===== src/hdl/lmd_pkg.sv =====
package lmd_pkg;

  localparam int MAX_WIDTH       = 32;
  localparam int MAX_HEIGHT      = 4096;
  localparam int SAMPLE_BITS     = 16;
  localparam int COL_BITS        = 5;
  localparam int ROW_BITS        = 12;
  localparam int WIDTH_REG_BITS  = 6;
  localparam int HEIGHT_REG_BITS = 13;
  localparam int CFG_INDEX_BITS  = 2;
  localparam int CFG_DATA_BITS   = 13;

  typedef enum logic [CFG_INDEX_BITS-1:0] {
    REG_FRAME_WIDTH  = 2'd0,
    REG_FRAME_HEIGHT = 2'd1
  } cfg_reg_t;

  typedef logic signed [SAMPLE_BITS-1:0] sample_t;

  // one column of the 3x3 window: row above, center row, row below
  typedef struct packed {
    sample_t top;
    sample_t mid;
    sample_t bot;
  } win_col_t;

  // work item flowing from the address stage into the window stage
  typedef struct packed {
    logic [COL_BITS-1:0] col;
    logic [ROW_BITS-1:0] row;
    sample_t             sample;
    logic                mid_ok;
    logic                top_ok;
    logic                bot_ok;
    logic                wr;
    logic                col_last;
    logic                run_end;
    logic                fdone;
    logic                fwd;
  } item_t;

  // center is m.mid; a neighbor counts only if its row and column exist
  function automatic logic is_min(win_col_t l, win_col_t m, win_col_t r,
                                  logic l_ok, logic r_ok, logic top_ok, logic bot_ok);
    logic flag;
    flag = 1'b1;
    if (top_ok && (m.top < m.mid)) flag = 1'b0;
    if (bot_ok && (m.bot < m.mid)) flag = 1'b0;
    if (l_ok) begin
      if (top_ok && (l.top < m.mid)) flag = 1'b0;
      if (l.mid < m.mid) flag = 1'b0;
      if (bot_ok && (l.bot < m.mid)) flag = 1'b0;
    end
    if (r_ok) begin
      if (top_ok && (r.top < m.mid)) flag = 1'b0;
      if (r.mid < m.mid) flag = 1'b0;
      if (bot_ok && (r.bot < m.mid)) flag = 1'b0;
    end
    return flag;
  endfunction

endpackage


===== src/hdl/lmd_if.sv =====
interface lmd_sample_if;
  logic             valid;
  logic             ready;
  lmd_pkg::sample_t sample;

  modport source(output valid, output sample, input ready);
  modport sink(input valid, input sample, output ready);
endinterface

interface lmd_result_if;
  logic                         valid;
  logic                         ready;
  lmd_pkg::sample_t             center_value;
  logic [lmd_pkg::ROW_BITS-1:0] center_row;
  logic [lmd_pkg::COL_BITS-1:0] center_column;
  logic                         is_minimum;
  logic                         last_of_run;
  logic                         frame_done;

  modport source(output valid, output center_value, output center_row,
                 output center_column, output is_minimum, output last_of_run,
                 output frame_done, input ready);
  modport sink(input valid, input center_value, input center_row,
               input center_column, input is_minimum, input last_of_run,
               input frame_done, output ready);
endinterface

interface lmd_cfg_if;
  logic                               valid;
  logic                               ready;
  logic [lmd_pkg::CFG_INDEX_BITS-1:0] index;
  logic [lmd_pkg::CFG_DATA_BITS-1:0]  data;

  modport source(output valid, output index, output data, input ready);
  modport sink(input valid, input index, input data, output ready);
endinterface


===== src/hdl/local_minimum_3x3_detector_unit.sv =====
// channel   dir  payload                                             transfer
// samples   in   sample[15:0] signed                                 valid & ready
// results   out  center_value, center_row, center_column,            valid & ready
//                is_minimum, last_of_run, frame_done
// cfg       in   index[1:0] (0 frame_width, 1 frame_height), data    valid & ready
//
// One sample per cycle in steady state when no hold-off applies; its result passes the
// window stage register and then sits in the output register.
// A sample closing a row after the first, in a frame wider than one column, yields two
// results, so input is held off there (single output register). The last sample of a
// frame is followed by a replay of the last row out of the line memory (one read port),
// during which input is held off, as it is at the two-result row ends around it.
// rst (synchronous) clears counters and output valid and sets both sizes to 32; the
// line memory is not cleared. A stalled results channel holds any item owing a result.
module local_minimum_3x3_detector_unit (
  input  logic         clk,
  input  logic         rst,
  lmd_sample_if.sink   samples,
  lmd_result_if.source results,
  lmd_cfg_if.sink      cfg
);

  localparam int SB = lmd_pkg::SAMPLE_BITS;
  localparam int CB = lmd_pkg::COL_BITS;
  localparam int RB = lmd_pkg::ROW_BITS;
  localparam int WB = lmd_pkg::WIDTH_REG_BITS;
  localparam int HB = lmd_pkg::HEIGHT_REG_BITS;

  // configuration and frame position
  logic [WB-1:0] frame_width;
  logic [HB-1:0] frame_height;
  logic [WB-1:0] w_eff, w_m1;
  logic [HB-1:0] h_eff, h_m1;
  logic [CB-1:0] col_cnt, col_cur;
  logic [RB-1:0] row_cnt, row_cur;
  logic          burst_active;
  logic [CB-1:0] burst_col;
  logic [RB-1:0] burst_row;
  logic          cfg_hit;
  logic          col_last_in, row_last_in, frame_last;
  logic          burst_col_last;

  // address stage
  logic           a_valid, a_adv, a_take;
  lmd_pkg::item_t a_item;

  // window stage
  logic             b_valid, b_adv, phase;
  lmd_pkg::item_t   b_item;
  lmd_pkg::win_col_t win_m, win_r, new_col;
  lmd_pkg::win_col_t cl, cm;
  logic             emit1, emit2, sel2, pend, final_emit, load, flag;
  logic             l_ok;

  // line memory: per column {newer row, older row}
  logic [2*SB-1:0] line_mem [lmd_pkg::MAX_WIDTH];
  logic [2*SB-1:0] rd_word, lw_word, fresh_word, wr_word;

  // output register
  logic             out_valid, out_free;
  lmd_pkg::sample_t out_value;
  logic [RB-1:0]    out_row;
  logic [CB-1:0]    out_col;
  logic             out_min, out_last, out_done;

  always_comb begin
    if (frame_width == '0) w_eff = WB'(1);
    else if (frame_width > WB'(lmd_pkg::MAX_WIDTH)) w_eff = WB'(lmd_pkg::MAX_WIDTH);
    else w_eff = frame_width;
    if (frame_height == '0) h_eff = HB'(1);
    else if (frame_height > HB'(lmd_pkg::MAX_HEIGHT)) h_eff = HB'(lmd_pkg::MAX_HEIGHT);
    else h_eff = frame_height;
    w_m1 = w_eff - WB'(1);
    h_m1 = h_eff - HB'(1);
    col_cur = ({1'b0, col_cnt} >= w_eff) ? w_m1[CB-1:0] : col_cnt;
    row_cur = ({1'b0, row_cnt} >= h_eff) ? h_m1[RB-1:0] : row_cnt;
    col_last_in    = ({1'b0, col_cur} == w_m1);
    row_last_in    = ({1'b0, row_cur} == h_m1);
    frame_last     = col_last_in && row_last_in;
    burst_col_last = ({1'b0, burst_col} == w_m1);
  end

  assign cfg.ready = 1'b1;
  assign cfg_hit = cfg.valid &&
                   ((cfg.index == lmd_pkg::REG_FRAME_WIDTH) ||
                    (cfg.index == lmd_pkg::REG_FRAME_HEIGHT));

  // ---------------- address stage ----------------
  assign a_valid       = burst_active || samples.valid;
  assign a_adv         = !b_valid || b_adv;
  assign samples.ready = !burst_active && a_adv;
  assign a_take        = a_valid && a_adv;

  always_comb begin
    if (burst_active) begin
      // replay of the last row: the row just stored becomes the center row
      a_item.col      = burst_col;
      a_item.row      = burst_row;
      a_item.sample   = samples.sample;
      a_item.mid_ok   = 1'b1;
      a_item.top_ok   = (burst_row != '0);
      a_item.bot_ok   = 1'b0;
      a_item.wr       = 1'b0;
      a_item.col_last = burst_col_last;
      a_item.run_end  = burst_col_last;
      a_item.fdone    = burst_col_last;
    end else begin
      a_item.col      = col_cur;
      a_item.row      = row_cur - RB'(1);
      a_item.sample   = samples.sample;
      a_item.mid_ok   = (row_cur != '0);
      a_item.top_ok   = (row_cur > RB'(1));
      a_item.bot_ok   = 1'b1;
      a_item.wr       = 1'b1;
      a_item.col_last = col_last_in;
      a_item.run_end  = !frame_last;
      a_item.fdone    = 1'b0;
    end
    // write of the same column lands on the edge of this read
    a_item.fwd = b_adv && b_item.wr && (b_item.col == a_item.col);
  end

  always_ff @(posedge clk) begin
    if (rst) begin
      frame_width  <= WB'(32);
      frame_height <= HB'(32);
      col_cnt      <= '0;
      row_cnt      <= '0;
      burst_active <= 1'b0;
      burst_col    <= '0;
      burst_row    <= '0;
    end else if (cfg_hit) begin
      case (cfg.index)
        lmd_pkg::REG_FRAME_WIDTH:  frame_width  <= cfg.data[WB-1:0];
        lmd_pkg::REG_FRAME_HEIGHT: frame_height <= cfg.data[HB-1:0];
        default: ;
      endcase
      col_cnt      <= '0;
      row_cnt      <= '0;
      burst_active <= 1'b0;
    end else begin
      if (samples.valid && samples.ready) begin
        if (frame_last) begin
          col_cnt      <= '0;
          row_cnt      <= '0;
          burst_active <= 1'b1;
          burst_col    <= '0;
          burst_row    <= row_cur;
        end else if (col_last_in) begin
          col_cnt <= '0;
          row_cnt <= row_cur + RB'(1);
        end else begin
          col_cnt <= col_cur + CB'(1);
          row_cnt <= row_cur;
        end
      end
      if (burst_active && a_adv) begin
        burst_col <= burst_col + CB'(1);
        if (burst_col_last) burst_active <= 1'b0;
      end
    end
  end

  // ---------------- line memory ----------------
  assign fresh_word = b_item.fwd ? lw_word : rd_word;
  assign wr_word    = {b_item.sample, fresh_word[2*SB-1:SB]};

  always_ff @(posedge clk) begin
    if (a_take) rd_word <= line_mem[a_item.col];
    if (b_adv && b_item.wr) begin
      line_mem[b_item.col] <= wr_word;
      lw_word              <= wr_word;
    end
  end

  // ---------------- window stage ----------------
  always_comb begin
    new_col.top = fresh_word[SB-1:0];
    new_col.mid = fresh_word[2*SB-1:SB];
    new_col.bot = b_item.sample;

    emit1      = b_item.mid_ok && (b_item.col != '0);
    emit2      = b_item.mid_ok && b_item.col_last;
    sel2       = phase || !emit1;
    pend       = b_valid && (sel2 ? emit2 : 1'b1);
    final_emit = sel2 || !emit2;
    out_free   = !out_valid || results.ready;
    load       = pend && out_free;
    b_adv      = b_valid && (!pend || (load && final_emit));

    // first result centers on the previous column, second on the newest one
    cl   = sel2 ? win_r : win_m;
    cm   = sel2 ? new_col : win_r;
    l_ok = sel2 ? (b_item.col != '0) : (b_item.col > CB'(1));
    flag = lmd_pkg::is_min(cl, cm, new_col, l_ok, !sel2, b_item.top_ok, b_item.bot_ok);
  end

  always_ff @(posedge clk) begin
    if (rst) begin
      b_valid <= 1'b0;
      phase   <= 1'b0;
    end else begin
      if (a_adv) b_valid <= a_take;
      if (b_adv) phase <= 1'b0;
      else if (load) phase <= 1'b1;
    end
  end

  always_ff @(posedge clk) begin
    if (a_take) b_item <= a_item;
    if (b_adv) begin
      win_m <= win_r;
      win_r <= new_col;
    end
  end

  // ---------------- output register ----------------
  always_ff @(posedge clk) begin
    if (rst) begin
      out_valid <= 1'b0;
    end else if (out_free) begin
      out_valid <= load;
    end
  end

  always_ff @(posedge clk) begin
    if (load) begin
      out_value <= cm.mid;
      out_row   <= b_item.row;
      out_col   <= sel2 ? b_item.col : b_item.col - CB'(1);
      out_min   <= flag;
      out_last  <= b_item.run_end && final_emit;
      out_done  <= b_item.fdone && final_emit;
    end
  end

  assign results.valid         = out_valid;
  assign results.center_value  = out_value;
  assign results.center_row    = out_row;
  assign results.center_column = out_col;
  assign results.is_minimum    = out_min;
  assign results.last_of_run   = out_last;
  assign results.frame_done    = out_done;

  // ---------------- checks ----------------
  a_burst_blocks_input: assert property (@(posedge clk) disable iff (rst)
    burst_active |-> !samples.ready)
    else $error("sample taken during row replay");

  a_phase_has_second: assert property (@(posedge clk) disable iff (rst)
    phase |-> (b_valid && b_item.col_last && b_item.mid_ok))
    else $error("second result pending without a row-end item");

  a_done_is_last: assert property (@(posedge clk) disable iff (rst)
    (results.valid && results.frame_done) |-> results.last_of_run)
    else $error("frame end not marked as end of run");

  a_col_in_range: assert property (@(posedge clk) disable iff (rst)
    ({1'b0, col_cnt} < w_eff))
    else $error("column counter beyond frame width");

  a_fwd_lands: assert property (@(posedge clk) disable iff (rst)
    (a_take && a_item.fwd) |=> (b_valid && (lw_word === $past(wr_word))))
    else $error("forwarded word lost");

endmodule


===== src/flat_wrapper.sv =====
// flat-port wrapper written by rule: the top's interface ports become plain ports
module local_minimum_3x3_detector_unit_flat 
  (clk, rst, samples_valid, samples_sample, samples_ready, results_valid, results_center_value, results_center_row, results_center_column, results_is_minimum, results_last_of_run, results_frame_done, results_ready, cfg_valid, cfg_index, cfg_data, cfg_ready);
  lmd_sample_if samples_i ();
  lmd_result_if results_i ();
  lmd_cfg_if cfg_i ();
  input  logic clk;
  input  logic rst;
  input wire logic [$bits(samples_i.valid)-1:0] samples_valid;
  input wire logic [$bits(samples_i.sample)-1:0] samples_sample;
  output wire logic [$bits(samples_i.ready)-1:0] samples_ready;
  output wire logic [$bits(results_i.valid)-1:0] results_valid;
  output wire logic [$bits(results_i.center_value)-1:0] results_center_value;
  output wire logic [$bits(results_i.center_row)-1:0] results_center_row;
  output wire logic [$bits(results_i.center_column)-1:0] results_center_column;
  output wire logic [$bits(results_i.is_minimum)-1:0] results_is_minimum;
  output wire logic [$bits(results_i.last_of_run)-1:0] results_last_of_run;
  output wire logic [$bits(results_i.frame_done)-1:0] results_frame_done;
  input wire logic [$bits(results_i.ready)-1:0] results_ready;
  input wire logic [$bits(cfg_i.valid)-1:0] cfg_valid;
  input wire logic [$bits(cfg_i.index)-1:0] cfg_index;
  input wire logic [$bits(cfg_i.data)-1:0] cfg_data;
  output wire logic [$bits(cfg_i.ready)-1:0] cfg_ready;
  assign samples_i.valid = samples_valid;
  assign samples_i.sample = samples_sample;
  assign samples_ready = samples_i.ready;
  assign results_valid = results_i.valid;
  assign results_center_value = results_i.center_value;
  assign results_center_row = results_i.center_row;
  assign results_center_column = results_i.center_column;
  assign results_is_minimum = results_i.is_minimum;
  assign results_last_of_run = results_i.last_of_run;
  assign results_frame_done = results_i.frame_done;
  assign results_i.ready = results_ready;
  assign cfg_i.valid = cfg_valid;
  assign cfg_i.index = cfg_index;
  assign cfg_i.data = cfg_data;
  assign cfg_ready = cfg_i.ready;
  local_minimum_3x3_detector_unit u_core (.clk(clk), .rst(rst), .samples(samples_i), .results(results_i), .cfg(cfg_i));
endmodule

===== config.mk =====
export PLATFORM = sky130hd
export DESIGN_NAME = local_minimum_3x3_detector_unit_flat
export DESIGN_NICKNAME = d
export VERILOG_FILES = /design/src/hdl/lmd_pkg.sv /design/src/hdl/lmd_if.sv /design/src/hdl/local_minimum_3x3_detector_unit.sv /design/src/flat_wrapper.sv
export SDC_FILE = /design/constraint.sdc
export NUM_CORES = 2
export LEC_CHECK = 0
export ABC_AREA = 0
export BUFFER_PORTS_ARGS = -buffer_cell sky130_fd_sc_hd__clkbuf_2
export CAP_MARGIN = 20
export CORE_ASPECT_RATIO = 1.2
export CORE_MARGIN = 2
export CORE_UTILIZATION = 38
export DETAILED_ROUTE_END_ITERATION = 10
export GPL_TIMING_DRIVEN = 0
export HOLD_SLACK_MARGIN = 0.1
export RECOVER_POWER = 25
export SYNTH_ARGS = -nofsm -noshare
export SYNTH_HDL_FRONTEND = slang
export SYNTH_SLANG_ARGS = --single-unit

===== constraint.sdc =====
create_clock -name clk -period 10.8 [get_ports clk]
set_input_delay 1.08 -clock clk [delete_from_list [all_inputs] [get_ports clk]]
set_output_delay 1.08 -clock clk [all_outputs]
set_load 0.02 [all_outputs]

Word-level counts from Yosys, hierarchy flattened
Memories as Yosys holds them, arrays and structs flattened. A register that Yosys moved wholly into a read port is not among the register bits.
Cells that the tools add are included.
{ "classes": {"n_addsub": 7, "magnitude_cmp": 14, "n_eq_ne": 5, "n_mux": 36, "bitwise_logic": 1, "reduce_logical": 50} }
{ "op_table": {"columns": ["op", "count"], "rows": [
  ["16-bit < comparator", 8],
  ["48-bit two-way mux", 2],
  ["40-bit two-way mux", 1],
  ["12-bit two-way mux", 3],
  ["5-bit two-way mux", 7],
  ["32-bit two-way mux", 1],
  ["13-bit two-way mux", 2],
  ["12-bit nonzero test", 2],
  ["1-bit logical AND", 22],
  ["1-bit two-way mux", 18],
  ["12-bit by 13-bit == test with 1-bit output", 1],
  ["12-bit by 13-bit >= comparator with 1-bit output", 1],
  ["13-bit greater-than comparator, second input constant", 1],
  ["13-bit zero test", 1],
  ["13-bit by 1-bit subtractor with 13-bit output, second input constant", 1],
  ["12-bit by 1-bit adder with 12-bit output, second input constant", 1],
  ["5-bit by 6-bit == test with 1-bit output", 2],
  ["12-bit by 1-bit greater-than comparator with 1-bit output, second input constant", 1],
  ["6-bit two-way mux", 2],
  ["12-bit by 1-bit subtractor with 12-bit output, second input constant", 1],
  ["5-bit by 1-bit adder with 5-bit output, second input constant", 2],
  ["1-bit zero test", 7],
  ["1-bit logical OR", 7],
  ["5-bit by 6-bit >= comparator with 1-bit output", 1],
  ["other kinds (14)", 18]
]} }
{ "totals": {"ff_bits": 262, "mem_bits_rw": 1024, "inputBits": 36, "out_inout_bits": 39, "elab_cells": 148, "mem_count": 1} }
{ "mem_list": {"columns": ["memory", "depth", "word_bits", "rd", "rd_clocked_by_memory_dff", "write_ports", "line", "rtl"], "rows": [
  ["u_core.line_mem", 32, 32, 1, 1, 1, "local_minimum_3x3_detector_unit.sv:56", "logic [2*SB-1:0] line_mem [lmd_pkg::MAX_WIDTH];"]
]} }

Depth between registers and ports, before layout
{ "depth": {"depth_word": 17, "mapped_depth": 21, "depth_no_buf": 18} }

Least setup slack after synthesis
Ideal clock, no wire load.
{ "synth_timing": {"path_type": "register to register", "start": "reg u_core.b_item[40] in the netlist's numbering", "end": "mem u_core.line_mem[30][0] in the netlist's numbering, enable pin", "setup_ps": 421, "arrival_ps": 9232, "t_required_ps": 10379, "path_slack_ps": 1147, "path_stages_with_launch": 13, "path_cell_list": "edfxtp_1 -> clkbuf_1 -> or3_1 -> clkbuf_1 -> o21a_1 -> clkbuf_1 -> o21ai_0 -> a21boi_0 -> nor2b_1 -> and2_1 -> clkbuf_1 -> nand2_1 -> nor2_1"} }
{ "synth_between": {"elab_chain_len": 13, "word_cells_on_any_way": 15} }
{ "synth_rtl": {"columns": ["item", "line", "rtl"], "rows": [
  ["start: declaration", "local_minimum_3x3_detector_unit.sv:49", "lmd_pkg::item_t b_item;"],
  ["start signal: assignment", "local_minimum_3x3_detector_unit.sv:210", "if (a_take) b_item <= a_item;"],
  ["5-bit nonzero test (*)", "local_minimum_3x3_detector_unit.sv:182", "emit1 = b_item.mid_ok && (b_item.col != '0);"],
  ["1-bit logical AND (*)", "local_minimum_3x3_detector_unit.sv:182", null],
  ["1-bit zero test (*)", "local_minimum_3x3_detector_unit.sv:184", "sel2 = phase || !emit1;"],
  ["1-bit logical OR (*)", "local_minimum_3x3_detector_unit.sv:184", null],
  ["1-bit two-way mux", "local_minimum_3x3_detector_unit.sv:185", "pend = b_valid && (sel2 ? emit2 : 1'b1);"],
  ["1-bit logical AND", "local_minimum_3x3_detector_unit.sv:185", null],
  ["1-bit logical AND", "local_minimum_3x3_detector_unit.sv:188", "load = pend && out_free;"],
  ["1-bit logical AND", "local_minimum_3x3_detector_unit.sv:189", "b_adv = b_valid && (!pend || (load && final_emit));"],
  ["1-bit logical OR (*)", "local_minimum_3x3_detector_unit.sv:189", null],
  ["1-bit logical AND (*)", "local_minimum_3x3_detector_unit.sv:189", null],
  ["net u_core.b_adv", "local_minimum_3x3_detector_unit.sv:48", "logic b_valid, b_adv, phase;"],
  ["1-bit logical AND (*)", "local_minimum_3x3_detector_unit.sv:170", "if (b_adv && b_item.wr) begin"],
  ["1-bit two-way mux (*)", "local_minimum_3x3_detector_unit.sv:170", null],
  ["1-bit two-way mux (not written as such) (*)", "local_minimum_3x3_detector_unit.sv:171", "line_mem[b_item.col] <= wr_word;"],
  ["end: declaration", "local_minimum_3x3_detector_unit.sv:56", null]
]} }
Mark *: on every way through the listed nets, which the timed path passes. The rest lies on a longest branch.

Final worst setup path
{ "layout_timing": {"start": "reg u_core.frame_width[2]", "end": "reg u_core.rd_word[1], read port of u_core.line_mem (data pin)"} }
{ "layout_between": {"elab_chain_len": 6, "word_cells_on_any_way": 8} }
{ "layout_rtl": {"columns": ["item", "line", "rtl"], "rows": [
  ["start: declaration", "local_minimum_3x3_detector_unit.sv:30", "logic [WB-1:0] frame_width;"],
  ["start signal: assignment", "local_minimum_3x3_detector_unit.sv:134", "lmd_pkg::REG_FRAME_WIDTH: frame_width <= cfg.data[WB-1:0];"],
  ["6-bit greater-than comparator", "local_minimum_3x3_detector_unit.sv:68", "else if (frame_width > WB'(lmd_pkg::MAX_WIDTH)) w_eff = WB'(lmd_pkg::MAX_WIDTH);"],
  ["6-bit two-way mux", "local_minimum_3x3_detector_unit.sv:68", null],
  ["6-bit two-way mux (*)", "local_minimum_3x3_detector_unit.sv:67", "if (frame_width == '0) w_eff = WB'(1);"],
  ["6-bit by 1-bit subtractor with 6-bit output or 5-bit by 6-bit >= comparator with 1-bit output (tied branches)", "local_minimum_3x3_detector_unit.sv:73, local_minimum_3x3_detector_unit.sv:75", null],
  ["5-bit two-way mux (*)", "local_minimum_3x3_detector_unit.sv:75", "col_cur = ({1'b0, col_cnt} >= w_eff) ? w_m1[CB-1:0] : col_cnt;"],
  ["40-bit two-way mux (*)", "local_minimum_3x3_detector_unit.sv:95", "if (burst_active) begin"],
  ["end: declaration", "local_minimum_3x3_detector_unit.sv:57", "logic [2*SB-1:0] rd_word, lw_word, fresh_word, wr_word;"]
]} }
Every way passes the cells marked *; elsewhere a longest branch is shown, timed or not.
A chain may end at the register's enable or synchronous reset.

==> reports/metrics.json <==
{
  "timing": {
    "setup_viol_count_final": 0,
    "fmax_mhz": 153,
    "setup_clock_skew_after_layout_ns": 0.0411,
    "aggregate_negative_setup_slack_ns": 0,
    "final.min_clock_period_ns": 6.53,
    "worst_slew_pin_slew_ns": 1.75,
    "grt_setup_unrepaired": "false",
    "layout_worst_path_cycle_share_pct": 60.5,
    "final-max-slew-violation-count": 37,
    "max_slew_margin_pct": -16.7,
    "timing_hold_violations_final": 0
  },
  "clock_network": {
    "clock_sinks": 1317,
    "cts-root-buf": "clkbuf_16",
    "worst_setup_hold_path_clk_slew_ns": 0.06,
    "max-clock-path-buffers": 3,
    "clock_tree_from_tritoncts": "built",
    "clock_h_tree_levels": 3,
    "post-cts-setup-buffer-count": 0,
    "number_of_cts_inserted_buffers": 120,
    "clock_insertion_delay_worst_skew_ns": 0.76,
    "cts_resized": 0,
    "postCtsHoldBufs": 0
  },
  "synthesis": {
    "synth_warnings": 0,
    "ff_latch_count_synth": 1317,
    "synthesis.nets": 4317,
    "post_synth_num_cell_types": 83,
    "syn_avg_cell_area_sq_um": 13.6,
    "postSynthCellCount": 4131,
    "synthAdderAreaFrac_pct": 3.34,
    "synth-simple-area-share_pct": 10.8,
    "mappedNetlistArea_sq_um": 56200,
    "yosys.area_share.xor_xnor_pct": 0.759,
    "synth_top_family_by_area": "simple AND/OR/NAND/NOR gates",
    "synth_enable_flop_cells": 1260,
    "synth-compound-area-share_pct": 8.77,
    "synthFlopType": "edfxtp_1",
    "seq_area_frac_synth_pct": 69.3,
    "ys_async_sr_fraction_pct": 0,
    "synth.mux.area_fraction_pct": 5.00
  },
  "setup_path": {
    "critPathMaxFanout": 10,
    "crit_path_start": "u_core.frame_width[2]",
    "critical_path.cell_chain": "nor4_1, nor2_1, nor2_1, ha_1, nor2b_1, o21ai_1, a21oi_1, a221o_1, and2_1, buf_4, buf_2, buf_2, clkbuf_1, clkbuf_1, nand2_1, nand2_1, o221ai_1, a221oi_1",
    "cell_with_the_largest_stage_delay_on_the_worst_path": "a221oi_1",
    "end_kind": "flip-flop",
    "crit_type": "flip-flop to flip-flop",
    "worst_ep_arrival_time_ns": 6.92,
    "critPathLaunchType": "flip-flop",
    "cp_data_required_time_ns": 11.19,
    "r2r-start": "u_core.frame_width[2]",
    "longest_individual_stage_delay_on_the_worst_path_ns": 1.08
  },
  "finish": {
    "layout.cells.most_common_list": "1260 x edfxtp_1, 791 x nand2_1, 227 x nor2_1",
    "mostFrequentLayoutCell": "edfxtp_1",
    "syn2layout_area_growth_pct": 14.4,
    "antenna-diode-count": 0,
    "nets": 4596,
    "final.fill_count": 13200,
    "post_route_cells_drive_above_1_share_pct": 11.1,
    "postLayoutCellArea_sq_um": 64300
  },
  "global_routing": {
    "first_global_vias": 35800,
    "antenna_found_initial": 4,
    "global_route_wire_length_before_repair_um": 244000,
    "maximum_number_of_pins_on_one_net_before_global_route_repair": 37,
    "grt_overflow": 0,
    "track_usage_pct": 22.1
  },
  "worst_hold_path": {
    "hold_path.class": "flip-flop to flip-flop",
    "hold_path.startpoint": "u_core.b_item[32]"
  },
  "power_and_ir_drop": {
    "p_seq_share_pct": 44.8,
    "switching_share_pct": 31.3,
    "power.density_cell_area_nw_per_um2": 211,
    "cellInternalPower_w": 0.00930,
    "switchingPower_w": 0.00424,
    "clock_power_share_pct": 31.4,
    "total_leakage_power_nw": 22.5,
    "combPwrFrac_pct": 23.8,
    "vdd_drop_max_mv": 0.153
  },
  "detailed_routing": {
    "detailedRoute.firstIterationViolations": 4041,
    "routed-via-count": 36500,
    "drt.antenna.violating_nets": 0,
    "wl_per_cell_um": 26.2,
    "routed_wirelength_um": 169000,
    "detail_route.first_pass.iterations": 9,
    "routed_via_density": 5.66,
    "drc_errors": 0
  },
  "placed_design": {
    "placement.cell_area_sq_um": 60900,
    "globalplace.congestion": 0.895,
    "port_buffers": 72,
    "hpwl_detailed_um": 117000
  },
  "floorplanning": {
    "die_width_um": 355,
    "rows": 154,
    "die_h_um": 425,
    "pin_count": 75,
    "dieArea_sq_um": 151000,
    "floorplan.initialDensity_pct": 38.3,
    "design.core.area_sq_um": 147000
  },
  "run_status": {
    "failed_checks": "max-capacitance violations, max-slew violations",
    "status": "finished, violations left"
  },
  "flow_run": {
    "maximum_capacitance_violations": 1
  }
}
-- worst max-delay path: cells and delay by family (launching register included) --
family	cells	cell delay [ns]
AO/OA/AOI/OAI	5	2.21
adder cells (fa/ha/maj)	1	0.29
buffers and inverters	5	2.19
flip-flops	1	0.37
AND/OR/NAND/NOR	7	1.09
-- power by group through the flow --
stage	logic (W)	registers, W	clock network (W)
2_1_floorplan	0.00191	0.00619	0
3_5_place_dp	0.00319	0.00618	0
4_1_cts	0.00321	0.00607	0.00429
6_report	0.00322	0.00608	0.00425
3_3_place_gp	0.00302	0.00624	0
5_1_grt	0.00350	0.00609	0.00449
-- through the flow --
step | power, W | cells | utilization (%) | hold WS, ns | setup WS (ns)
after floorplan | 0.00810 | 4131 | - | 0.400 | 1.15
after global placement | 0.00926 | 6153 | 40.2 | 0.406 | -4.65
after detailed placement | 0.00938 | 6235 | 41.4 | 0.405 | 4.41
after CTS | 0.0136 | 6456 | 44.1 | 0.421 | 4.39
after global routing | 0.0141 | 6459 | 43.8 | 0.433 | 3.97
final | 0.0135 | 6459 | 43.8 | 0.422 | 4.27
-- logic make-up (layout without fill, tap and decap cells) --
family / Yosys count / in the layout
multiplexers: 236 / 236
buffers and inverters: 283 / 661
adder cells (fa/ha/maj): 150 / 150
flip-flops: 1317 / 1317
AND/OR/NAND/NOR: 1396 / 1396
other: 1 / 1
XOR/XNOR: 47 / 47
AO/OA/AOI/OAI: 701 / 701
-- final timing paths --
kind	endpoint	slack (ns)	cells after the start
setup reg to reg	u_core.rd_word[1]	4.27	18
hold / removal	u_core.results.center_row[8]	0.42	0
setup / recovery	u_core.rd_word[1]	4.27	18
hold reg to reg	u_core.results.center_row[8]	0.42	0
-- flip-flops by register name (all words and copies together) (netlist names), 5 cells and up --
| name | cells |
|---|---|
| u_core.burst_row | 12 |
| u_core.row_cnt | 12 |
| u_core.rd_word | 32 |
| u_core.frame_width | 6 |
| u_core.win_m | 48 |
| u_core.win_r | 48 |
| u_core.frame_height | 13 |
| u_core.b_item | 40 |
| u_core.burst_col | 5 |
| u_core.results.center_column | 5 |
| u_core.line_mem | 1024 |
| u_core.lw_word | 32 |
| u_core.results.center_row | 12 |
| u_core.col_cnt | 5 |
| u_core.results.center_value | 16 |
-- cell usage after synthesis (all sizes together), types with 7 or more instances --
master	n	area share, %
nand3b	13	0.17
and3	47	0.52
a32oi	23	0.36
nand3	78	0.69
nor2	260	1.7
a21oi	204	1.8
o211ai	9	0.13
a22o	10	0.16
inv	48	0.32
o221a	20	0.40
o21ai	88	0.78
a211oi	51	0.70
nand4	52	0.58
nor3	30	0.27
o22ai	17	0.19
a31o	20	0.31
xnor2	28	0.44
o221ai	47	0.73
buf	57	0.48
clkbuf	178	1.2
xor2	18	0.28
o21a	19	0.25
a221oi	45	0.70
mux2	40	0.80
or3	25	0.28
dfxtp	57	2.0
a31oi	12	0.13
a2111oi	48	0.75
nand2b	20	0.22
or4	7	0.10
nor4	22	0.31
edfxtp	1260	67
nor2b	20	0.22
a21o	29	0.39
mux2i	164	2.9
o32ai	10	0.16
o31ai	8	0.11
mux4	32	1.3
nand2	791	5.3
ha	150	3.3
-- final cells by class --
type	count	area, sq um	share of cell area (%)
Buffer	235	937	1.46
Clock buffer	135	3080	4.79
Clock inverter	86	767	1.19
Inverter	48	180	0.280
Multi-Input combinational cell	2531	16400	25.6
Sequential cell	1317	39000	60.6
Tap cell	1950	2440	3.80
Timing Repair Buffer	157	1480	2.30
-- per-layer routing --
layer / part of all wire [%] / track usage [%] / up-vias
li1: - / - / 16300
met1: 39 / 27.7 / 18300
met2: 48 / 37.2 / 1588
met3: 7.1 / 2.91 / 343
met4: 6.0 / 11.8 / 0
met5: 0 / 0 / -
(Power assumes the default switching activity.)
